**config.mk**
```make
export PLATFORM = sky130hd
export DESIGN_NAME = lin_master_frame_builder
export DESIGN_NICKNAME = d
export VERILOG_FILES = /design/src/lmfb_pkg.sv /design/src/lmfb_encoder.sv /design/src/lmfb_emitter.sv /design/src/lin_master_frame_builder.sv
export VERILOG_INCLUDE_DIRS = /design/src /design/src/src
export SDC_FILE = /design/constraint.sdc
export NUM_CORES = 1
export LEC_CHECK = 0
export BUFFER_PORTS_ARGS = -buffer_cell sky130_fd_sc_hd__buf_2
export CAP_MARGIN = 0
export CORE_ASPECT_RATIO = 0.7
export CORE_MARGIN = 4
export CORE_UTILIZATION = 59
export CTS_CLUSTER_DIAMETER = 150
export DETAILED_ROUTE_END_ITERATION = 8
export GPL_TIMING_DRIVEN = 0
export PLACE_DENSITY = 0.79
export SYNTH_ARGS = -nofsm -noshare
export SYNTH_HDL_FRONTEND = slang
export SYNTH_HIERARCHICAL = 1
export SYNTH_SLANG_ARGS = --single-unit
```
**constraint.sdc**
```tcl
create_clock -name clk -period 4.2 [get_ports clk]
set_input_delay 0.84 -clock clk [delete_from_list [all_inputs] [get_ports clk]]
set_output_delay 0.84 -clock clk [all_outputs]
set_load 0.02 [all_outputs]
```
**src/lin_master_frame_builder_defines.svh**
```systemverilog
// assertion macros for the lin master frame builder
`ifndef LIN_MASTER_FRAME_BUILDER_DEFINES_SVH
`define LIN_MASTER_FRAME_BUILDER_DEFINES_SVH

// same-cycle implication, disabled during reset
`define LMFB_ASSERT_SAME(label, ante, cons) \
    label: assert property (@(posedge clk) disable iff (!rst_n) (ante) |-> (cons)) \
        else $error("lmfb check failed");

// next-cycle implication, disabled during reset
`define LMFB_ASSERT_NEXT(label, ante, cons) \
    label: assert property (@(posedge clk) disable iff (!rst_n) (ante) |=> (cons)) \
        else $error("lmfb check failed");

`endif

```
**src/lmfb_pkg.sv**
```systemverilog
// shared types, constants and functions of the lin master frame builder
`default_nettype none

package lmfb_pkg;

    localparam int CNT_W = 4;

    localparam logic [7:0] BREAK_BYTE = 8'h00;
    localparam logic [7:0] SYNC_BYTE  = 8'h55;

    // slot positions inside a plan, in emission order
    localparam int SLOT_BREAK = 0;
    localparam int SLOT_SYNC  = 1;
    localparam int SLOT_PID   = 2;
    localparam int SLOT_DATA  = 3;
    localparam int SLOT_CKSUM = 4;
    localparam int SLOTS      = 5;

    typedef enum logic [2:0] {
        KIND_BREAK = 3'd0,
        KIND_SYNC  = 3'd1,
        KIND_PID   = 3'd2,
        KIND_DATA  = 3'd3,
        KIND_CKSUM = 3'd4
    } lmfb_kind_t;

    typedef struct packed {
        logic       cmd;
        logic [5:0] ident;
        logic [7:0] data_byte;
        logic       first_byte;
        logic       last_byte;
    } lmfb_in_t;

    typedef struct packed {
        logic [7:0] out_byte;
        lmfb_kind_t byte_kind;
        logic       overflow;
        logic       end_of_run;
    } lmfb_out_t;

    // bytes one request produces, handed from encoder to emitter
    typedef struct packed {
        logic [SLOTS-1:0] slot_en;
        logic [7:0]       pid;
        logic [7:0]       data;
        logic [7:0]       cksum;
        logic             overflow;
    } lmfb_plan_t;

    function automatic logic [7:0] protect_id(input logic [5:0] id);
        logic p0;
        logic p1;
        p0 = id[0] ^ id[1] ^ id[2] ^ id[4];
        p1 = ~(id[1] ^ id[3] ^ id[4] ^ id[5]);
        return {p1, p0, id};
    endfunction

    // ones-complement add with end-around carry
    function automatic logic [7:0] ones_add(input logic [7:0] acc, input logic [7:0] v);
        logic [8:0] s;
        s = {1'b0, acc} + {1'b0, v};
        return s[7:0] + {7'd0, s[8]};
    endfunction

endpackage

`default_nettype wire

```
**src/lmfb_encoder.sv**
```systemverilog
// frame state and per-request byte plan with a one-entry plan buffer
`default_nettype none

module lmfb_encoder #(
    parameter int MAX_DATA_BYTES = 8
) (
    input  wire logic               clk,
    input  wire logic               rst_n,
    input  wire logic               in_valid,
    output logic                    in_ready,
    input  wire lmfb_pkg::lmfb_in_t in_item,
    output logic                    plan_valid,
    output lmfb_pkg::lmfb_plan_t    plan,
    input  wire logic               plan_take
);

    localparam logic [lmfb_pkg::CNT_W-1:0] MAX_CNT = lmfb_pkg::CNT_W'(MAX_DATA_BYTES);
    localparam logic [lmfb_pkg::CNT_W-1:0] OVF_CNT = lmfb_pkg::CNT_W'(MAX_DATA_BYTES + 1);

    logic [7:0]                running_sum_reg;
    logic [7:0]                running_sum_next;
    logic                      in_frame_reg;
    logic                      in_frame_next;
    logic [lmfb_pkg::CNT_W-1:0] bytes_sent_reg;
    logic [lmfb_pkg::CNT_W-1:0] bytes_sent_next;
    logic                      plan_valid_reg;
    logic                      plan_valid_next;
    lmfb_pkg::lmfb_plan_t      plan_reg;
    lmfb_pkg::lmfb_plan_t      plan_next;

    logic                      accept;
    logic [7:0]                pid;
    logic                      start;
    logic [7:0]                sum_base;
    logic [lmfb_pkg::CNT_W-1:0] cnt_base;
    logic                      take_data;
    logic [7:0]                sum_data;
    logic [lmfb_pkg::CNT_W-1:0] cnt_data;
    logic                      hdr;
    logic                      close;

    assign in_ready   = !plan_valid_reg || plan_take;
    assign accept     = in_valid && in_ready;
    assign plan_valid = plan_valid_reg;
    assign plan       = plan_reg;

    always_comb
    begin
        pid       = lmfb_pkg::protect_id(in_item.ident);
        start     = in_item.cmd && (in_item.first_byte || !in_frame_reg);
        sum_base  = start ? pid : running_sum_reg;
        cnt_base  = start ? '0 : bytes_sent_reg;
        take_data = in_item.cmd && (cnt_base < MAX_CNT);
        sum_data  = take_data ? lmfb_pkg::ones_add(sum_base, in_item.data_byte) : sum_base;
        cnt_data  = take_data ? cnt_base + 1'b1 : OVF_CNT;
        hdr       = !in_item.cmd || start;
        close     = !in_item.cmd || in_item.last_byte;

        plan_next.slot_en                      = '0;
        plan_next.slot_en[lmfb_pkg::SLOT_BREAK] = hdr;
        plan_next.slot_en[lmfb_pkg::SLOT_SYNC]  = hdr;
        plan_next.slot_en[lmfb_pkg::SLOT_PID]   = hdr;
        plan_next.slot_en[lmfb_pkg::SLOT_DATA]  = take_data;
        plan_next.slot_en[lmfb_pkg::SLOT_CKSUM] = in_item.cmd && in_item.last_byte;
        plan_next.pid      = pid;
        plan_next.data     = in_item.data_byte;
        plan_next.cksum    = ~sum_data;
        plan_next.overflow = cnt_data > MAX_CNT;
    end

    always_comb
    begin
        running_sum_next = running_sum_reg;
        in_frame_next    = in_frame_reg;
        bytes_sent_next  = bytes_sent_reg;
        if (accept)
        begin
            if (close)
            begin
                running_sum_next = '0;
                in_frame_next    = 1'b0;
                bytes_sent_next  = '0;
            end
            else
            begin
                running_sum_next = sum_data;
                in_frame_next    = 1'b1;
                bytes_sent_next  = cnt_data;
            end
        end
    end

    // a dropped byte without a checksum produces nothing
    always_comb
    begin
        plan_valid_next = plan_valid_reg && !plan_take;
        if (accept && (plan_next.slot_en != '0))
        begin
            plan_valid_next = 1'b1;
        end
    end

    always_ff @(posedge clk or negedge rst_n)
    begin
        if (!rst_n)
        begin
            running_sum_reg <= '0;
            in_frame_reg    <= 1'b0;
            bytes_sent_reg  <= '0;
            plan_valid_reg  <= 1'b0;
        end
        else
        begin
            running_sum_reg <= running_sum_next;
            in_frame_reg    <= in_frame_next;
            bytes_sent_reg  <= bytes_sent_next;
            plan_valid_reg  <= plan_valid_next;
        end
    end

    always_ff @(posedge clk)
    begin
        if (accept)
        begin
            plan_reg <= plan_next;
        end
    end

endmodule

`default_nettype wire

```
**src/lmfb_emitter.sv**
```systemverilog
// walks a byte plan one slot per cycle into the output register while out_ready allows
`default_nettype none

module lmfb_emitter (
    input  wire logic                 clk,
    input  wire logic                 rst_n,
    input  wire logic                 plan_valid,
    input  wire lmfb_pkg::lmfb_plan_t plan,
    output logic                      plan_take,
    output logic                      out_valid,
    input  wire logic                 out_ready,
    output lmfb_pkg::lmfb_out_t       out_item
);

    logic [lmfb_pkg::SLOTS-1:0] pending_reg;
    logic [lmfb_pkg::SLOTS-1:0] pending_next;
    lmfb_pkg::lmfb_plan_t       cur_reg;
    logic                       out_valid_reg;
    logic                       out_valid_next;
    lmfb_pkg::lmfb_out_t        out_item_reg;
    lmfb_pkg::lmfb_out_t        out_item_next;

    logic                       issue;
    logic [lmfb_pkg::SLOTS-1:0] sel;
    logic [lmfb_pkg::SLOTS-1:0] remaining;

    assign out_valid = out_valid_reg;
    assign out_item  = out_item_reg;

    always_comb
    begin
        sel       = pending_reg & (~pending_reg + 1'b1);
        remaining = pending_reg & ~sel;
        issue     = (pending_reg != '0) && (!out_valid_reg || out_ready);
        plan_take = plan_valid && ((pending_reg == '0) || (issue && (remaining == '0)));
    end

    always_comb
    begin
        pending_next = issue ? remaining : pending_reg;
        if (plan_take)
        begin
            pending_next = plan.slot_en;
        end
    end

    always_comb
    begin
        out_item_next.out_byte   = lmfb_pkg::BREAK_BYTE;
        out_item_next.byte_kind  = lmfb_pkg::KIND_BREAK;
        out_item_next.overflow   = 1'b0;
        out_item_next.end_of_run = remaining == '0;
        if (sel[lmfb_pkg::SLOT_SYNC])
        begin
            out_item_next.out_byte  = lmfb_pkg::SYNC_BYTE;
            out_item_next.byte_kind = lmfb_pkg::KIND_SYNC;
        end
        else if (sel[lmfb_pkg::SLOT_PID])
        begin
            out_item_next.out_byte  = cur_reg.pid;
            out_item_next.byte_kind = lmfb_pkg::KIND_PID;
        end
        else if (sel[lmfb_pkg::SLOT_DATA])
        begin
            out_item_next.out_byte  = cur_reg.data;
            out_item_next.byte_kind = lmfb_pkg::KIND_DATA;
        end
        else if (sel[lmfb_pkg::SLOT_CKSUM])
        begin
            out_item_next.out_byte  = cur_reg.cksum;
            out_item_next.byte_kind = lmfb_pkg::KIND_CKSUM;
            out_item_next.overflow  = cur_reg.overflow;
        end
    end

    always_comb
    begin
        out_valid_next = out_valid_reg && !out_ready;
        if (issue)
        begin
            out_valid_next = 1'b1;
        end
    end

    always_ff @(posedge clk or negedge rst_n)
    begin
        if (!rst_n)
        begin
            pending_reg   <= '0;
            out_valid_reg <= 1'b0;
        end
        else
        begin
            pending_reg   <= pending_next;
            out_valid_reg <= out_valid_next;
        end
    end

    always_ff @(posedge clk)
    begin
        if (plan_take)
        begin
            cur_reg <= plan;
        end
        if (issue)
        begin
            out_item_reg <= out_item_next;
        end
    end

endmodule

`default_nettype wire

```
**src/lin_master_frame_builder.sv**
```systemverilog
// top level of the lin master frame builder
// A request is taken into the encoder, which updates the frame state and the enhanced
// checksum at once and stores the list of bytes the request causes in a one-entry plan
// buffer. The emitter then sends those bytes one per cycle while out_ready allows,
// through a registered output: a header request gives three bytes, a data byte one,
// the first byte of a frame four, a frame's last byte one more for the checksum, up
// to five in all, and a dropped excess byte without a checksum gives none. A new
// request is taken while the previous one is still being sent, whenever the plan
// buffer is free or is being handed to the emitter in that cycle, so with out_ready
// held high the output runs at one byte per cycle with no gap between requests.
`default_nettype none
`include "lin_master_frame_builder_defines.svh"

module lin_master_frame_builder #(
    parameter int MAX_DATA_BYTES = 8
) (
    input  wire logic                clk,
    input  wire logic                rst_n,
    input  wire logic                in_valid,
    output logic                     in_ready,
    input  wire lmfb_pkg::lmfb_in_t  in_item,
    output logic                     out_valid,
    input  wire logic                out_ready,
    output lmfb_pkg::lmfb_out_t      out_item
);

    logic                 plan_valid;
    logic                 plan_take;
    lmfb_pkg::lmfb_plan_t plan;

    lmfb_encoder #(
        .MAX_DATA_BYTES(MAX_DATA_BYTES)
    ) u_encoder (
        .clk        (clk),
        .rst_n      (rst_n),
        .in_valid   (in_valid),
        .in_ready   (in_ready),
        .in_item    (in_item),
        .plan_valid (plan_valid),
        .plan       (plan),
        .plan_take  (plan_take)
    );

    lmfb_emitter u_emitter (
        .clk        (clk),
        .rst_n      (rst_n),
        .plan_valid (plan_valid),
        .plan       (plan),
        .plan_take  (plan_take),
        .out_valid  (out_valid),
        .out_ready  (out_ready),
        .out_item   (out_item)
    );

    // sync byte is always the fixed pattern
    `LMFB_ASSERT_SAME(a_sync_value,
        out_valid && (out_item.byte_kind == lmfb_pkg::KIND_SYNC),
        out_item.out_byte == lmfb_pkg::SYNC_BYTE)

    // overflow only on a checksum
    `LMFB_ASSERT_SAME(a_ovf_cksum_only,
        out_valid && (out_item.byte_kind != lmfb_pkg::KIND_CKSUM),
        !out_item.overflow)

    // a break never ends a request
    `LMFB_ASSERT_SAME(a_break_not_last,
        out_valid && (out_item.byte_kind == lmfb_pkg::KIND_BREAK),
        !out_item.end_of_run)

    // sync follows a taken break in the next cycle
    `LMFB_ASSERT_NEXT(a_break_then_sync,
        out_valid && out_ready && (out_item.byte_kind == lmfb_pkg::KIND_BREAK),
        out_valid && (out_item.byte_kind == lmfb_pkg::KIND_SYNC))

endmodule

`default_nettype wire

```
==> flow_metrics.py <==
metrics = {
    "drt": {
        "postRouteAntennaNets": 0,
        "routedWlPerCell_um": 16.0,
        "drtIter0Drc": 140,
        "drc": 0,
        "routed_via_density": 5.55,
        "drt_wl_total_um": 6590,
        "dr.pass1.iters": 4,
        "dr_total_vias": 2294,
    },
    "floorplan": {
        "placementRows": 24,
        "fp.dieH_um": 75.7,
        "die_area_um2": 7930,
        "start_util_pct": 61.5,
        "ioPinCount": 36,
        "die_w_um": 105,
        "core_area_um2": 6280,
    },
    "synthesis": {
        "synthAdderAreaFrac_pct": 5.31,
        "ys_seq_area_share_pct": 64.3,
        "syn-num-nets": 319,
        "yosysWarnings": 6,
        "synth.cell_area_um2": 3860,
        "netlist-cell-type-count": 52,
        "muxShareOfSynthArea_pct": 2.75,
        "avgSynthCellArea_um2": 13.6,
        "synthesis.instances": 284,
        "synth_compound_gate_area_share_pct": 11.5,
        "synth_top_family_by_area": "compound AO/OA/AOI/OAI gates",
        "synth_xor_area_share_pct": 3.85,
        "synth_simple_gate_area_share_pct": 9.39,
        "ys_ff_latch": 86,
    },
    "sta": {
        "worst_slew_pin_slew_ns": 1.06,
        "skew_ns": 0.0112,
        "fmax_ghz": 0.259,
        "finalHoldViolations": 0,
        "grt_setup_unrepaired": "false",
        "report.final.slew_viol_count": 0,
        "setup_violations": 0,
        "period_minus_slack_ns": 3.86,
        "fin_tns_setup_ns": 0,
        "slew_headroom_pct": 29.4,
        "finalCritPeriodShare_pct": 91.9,
    },
    "power_and_ir_drop": {
        "power_density_nw_per_um2": 728,
        "p_leak_uw": 0.00178,
        "vdd_drop_max_v": 0.000269,
    },
    "clocking": {
        "clk_pin_slew_worst_paths_ns": 0.08,
        "clockBufferDepth": 2,
        "ctsHoldBuffers": 0,
        "cts_buffers": 9,
        "cts_htree_levels": 3,
        "cts_sinks": 86,
        "cts-root-buf": "clkbuf_8",
        "cts_tree": "yes",
        "clock_latency_ns": 0.34,
    },
    "placement": {
        "hpwlAfterDp_um": 4980,
        "gp_congestion": 0.821,
        "dpl_cell_area_um2": 4150,
        "port_buffers": 35,
    },
    "worst_setup_path": {
        "cp_slowest_cell": "fa_1",
        "arrival_ns": 3.96,
        "crit_path_end": "u_encoder/plan[7]",
        "crit_top_cell": "ha_1",
        "slowest_delay_ns": 0.39,
        "crit_fanout": 10,
        "ff2ff_setup_slack_ns": 0.55,
        "startpoint": "in_item[1]",
        "startpoint_type": "input port",
        "r2r-end": "u_encoder/plan[7]",
        "worstReg2RegStart": "u_encoder/in_frame_reg",
        "crit_type": "input port to flop",
        "cp.required_ns": 4.30,
        "end_kind": "flop",
        "reg2reg_depth": 19,
        "cp_cell_sequence": "buf_2 -> o21ai_1 -> clkbuf_4 -> mux2_1 -> ha_1 -> inv_1 -> fa_1 -> nand2b_1 -> a21oi_2 -> a31oi_1 -> nor2b_1 -> o21ai_0 -> nand2b_1 -> ha_1 -> ha_1 -> and3_1 -> nand3_1 -> xor2_1 -> o21a_1",
    },
    "finish": {
        "regArea_um2": 2480,
        "fin_area_um2": 4360,
        "multi_input_area_um2": 1280,
        "drive_gt1_share_pct": 24.2,
        "insertedDiodeCount": 0,
        "syn_to_final_growth_pct": 12.8,
        "fillerInstances": 448,
        "largest_reg_flops": 28,
        "nNetsFinal": 366,
    },
    "status": {
        "status": "finished clean",
    },
    "global_route": {
        "first_global_vias": 2208,
        "grt_pass1_wl_um": 10800,
        "antenna_found_initial": 0,
        "globalRouteTotalUtil_pct": 18.0,
        "grt_overflow": 0,
        "grt_max_degree": 30,
    },
    "flow_run": {
        "cap_violations": 0,
    },
    "worst_hold_path": {
        "hold_class": "flop to flop",
    },
}
-- timing repair --
item                       in CTS  in global routing
setup buffers                   0                  0
setup endpoints to repair       0                  1
resized for setup               0                  1
-- power by group --
part | internal [uW] | switching, uW
combinational | 417 | 717
sequential | 1360 | 115
clock | 277 | 282
total | 2060 | 1110
-- layout make-up --
class                           instances  area share (%)
Timing Repair Buffer                   36            4.37
Buffer                                 12            1.67
Multi-Input combinational cell        175            29.3
Sequential cell                        86            57.0
Clock buffer                            9            2.84
Clock inverter                          6            1.64
Inverter                               11           0.948
Tap cell                               78            2.24
-- cell usage after synthesis (all sizes together) --
master	instances	area, um^2
a211oi	1	12.5
a21o	2	15.0
a21oi	3	30.0
a221o	4	40.0
a221oi	4	35.0
a22o	1	8.76
a31oi	5	31.3
a32o	2	20.0
a41o	1	10.0
and2	4	25.0
and3	4	30.0
buf	9	58.8
clkbuf	3	11.3
dfrtp	20	500
edfxtp	66	1980
fa	1	20.0
ha	13	163
inv	11	41.3
maj3	2	22.5
mux2	5	56.3
mux2i	5	50.1
nand2	35	134
nand2b	5	31.3
nand3	1	5.00
nor2	13	56.3
nor2b	5	31.3
nor3	2	15.0
nor4	1	21.3
o211a	4	40.0
o21a	1	7.51
o21ai	27	139
o22ai	2	18.8
o2bb2ai	1	8.76
o31ai	2	28.8
or2	1	6.26
or4	1	7.51
xnor2	8	70.1
xor2	9	78.8
-- metal layers --
metal / wire length [um] / share of wire (%) / track usage, % / vias to the layer above
li1: - / - / - / 1138
met3: 342 / 5.2 / 5.00 / 2
met1: 3130 / 48 / 24.2 / 1098
met5: 0 / 0 / 0 / -
met2: 3090 / 47 / 29.7 / 56
met4: 27 / 0.41 / 5.24 / 0
-- metrics by stage --
step | utilization, % | power [uW] | setup slack (ns) | hold WS, ns | std cells
6_report | 69.4 | 3170 | 0.341 | 0.426 | 413
5_1_grt | 69.4 | 3380 | 0.0366 | 0.433 | 413
4_1_cts | 69.3 | 3190 | 0.298 | 0.425 | 413
3_5_place_dp | 66.2 | 2630 | -0.0720 | 0.405 | 398
3_3_place_gp | 65.9 | 2570 | -0.455 | 0.404 | 397
2_1_floorplan | - | 2310 | 0.222 | 0.400 | 284
-- how the worst min path moves through the flow --
| stage | slack, ns | to | cells past startpoint | from |
|---|---|---|---|---|
| after detailed placement | 0.40 | u_emitter/cur_reg[12] | 0 | u_encoder/plan[12] |
| after global placement | 0.40 | u_emitter/cur_reg[20] | 0 | u_encoder/plan[20] |
| final | 0.43 | u_emitter/cur_reg[12] | 0 | u_encoder/plan[12] |
| after floorplan | 0.40 | u_emitter/cur_reg[0] | 0 | u_encoder/plan[0] |
| after global routing | 0.43 | u_emitter/cur_reg[16] | 0 | u_encoder/plan[16] |
| after CTS | 0.43 | u_emitter/cur_reg[12] | 0 | u_encoder/plan[12] |
-- cells in the final DEF (no fill, tap or decap), types with 2 or more instances in the layout --
cell type	n
edfxtp_1	66
buf_2	39
nand2_1	34
dfrtp_1	20
o21ai_1	16
ha_1	13
nor2_1	12
inv_1	10
o21ai_0	10
clkbuf_8	9
xor2_1	9
xnor2_1	8
nand2b_1	5
mux2i_1	5
nor2b_1	4
a221o_1	4
o211a_1	4
and2_1	4
a221oi_1	4
mux2_2	4
a31oi_1	4
buf_4	3
clkbuf_1	3
and3_1	3
maj3_2	2
a21o_1	2
a32o_1	2
-- kinds of logic after synthesis --
logic type,count (synthesis)
mux,10
compound gates,60
simple gates,72
buf+inv,23
xor+xnor,17
fa+ha+maj,16
flops,86
-- critical path: cells and delay by family --
family	cells	cell delay (ns)
compound gates	5	0.73
xor+xnor	1	0.19
fa+ha+maj	4	0.92
buf+inv	3	0.43
mux	1	0.18
simple gates	5	0.67
No activity file was read; power rests on OpenSTA's default activity.
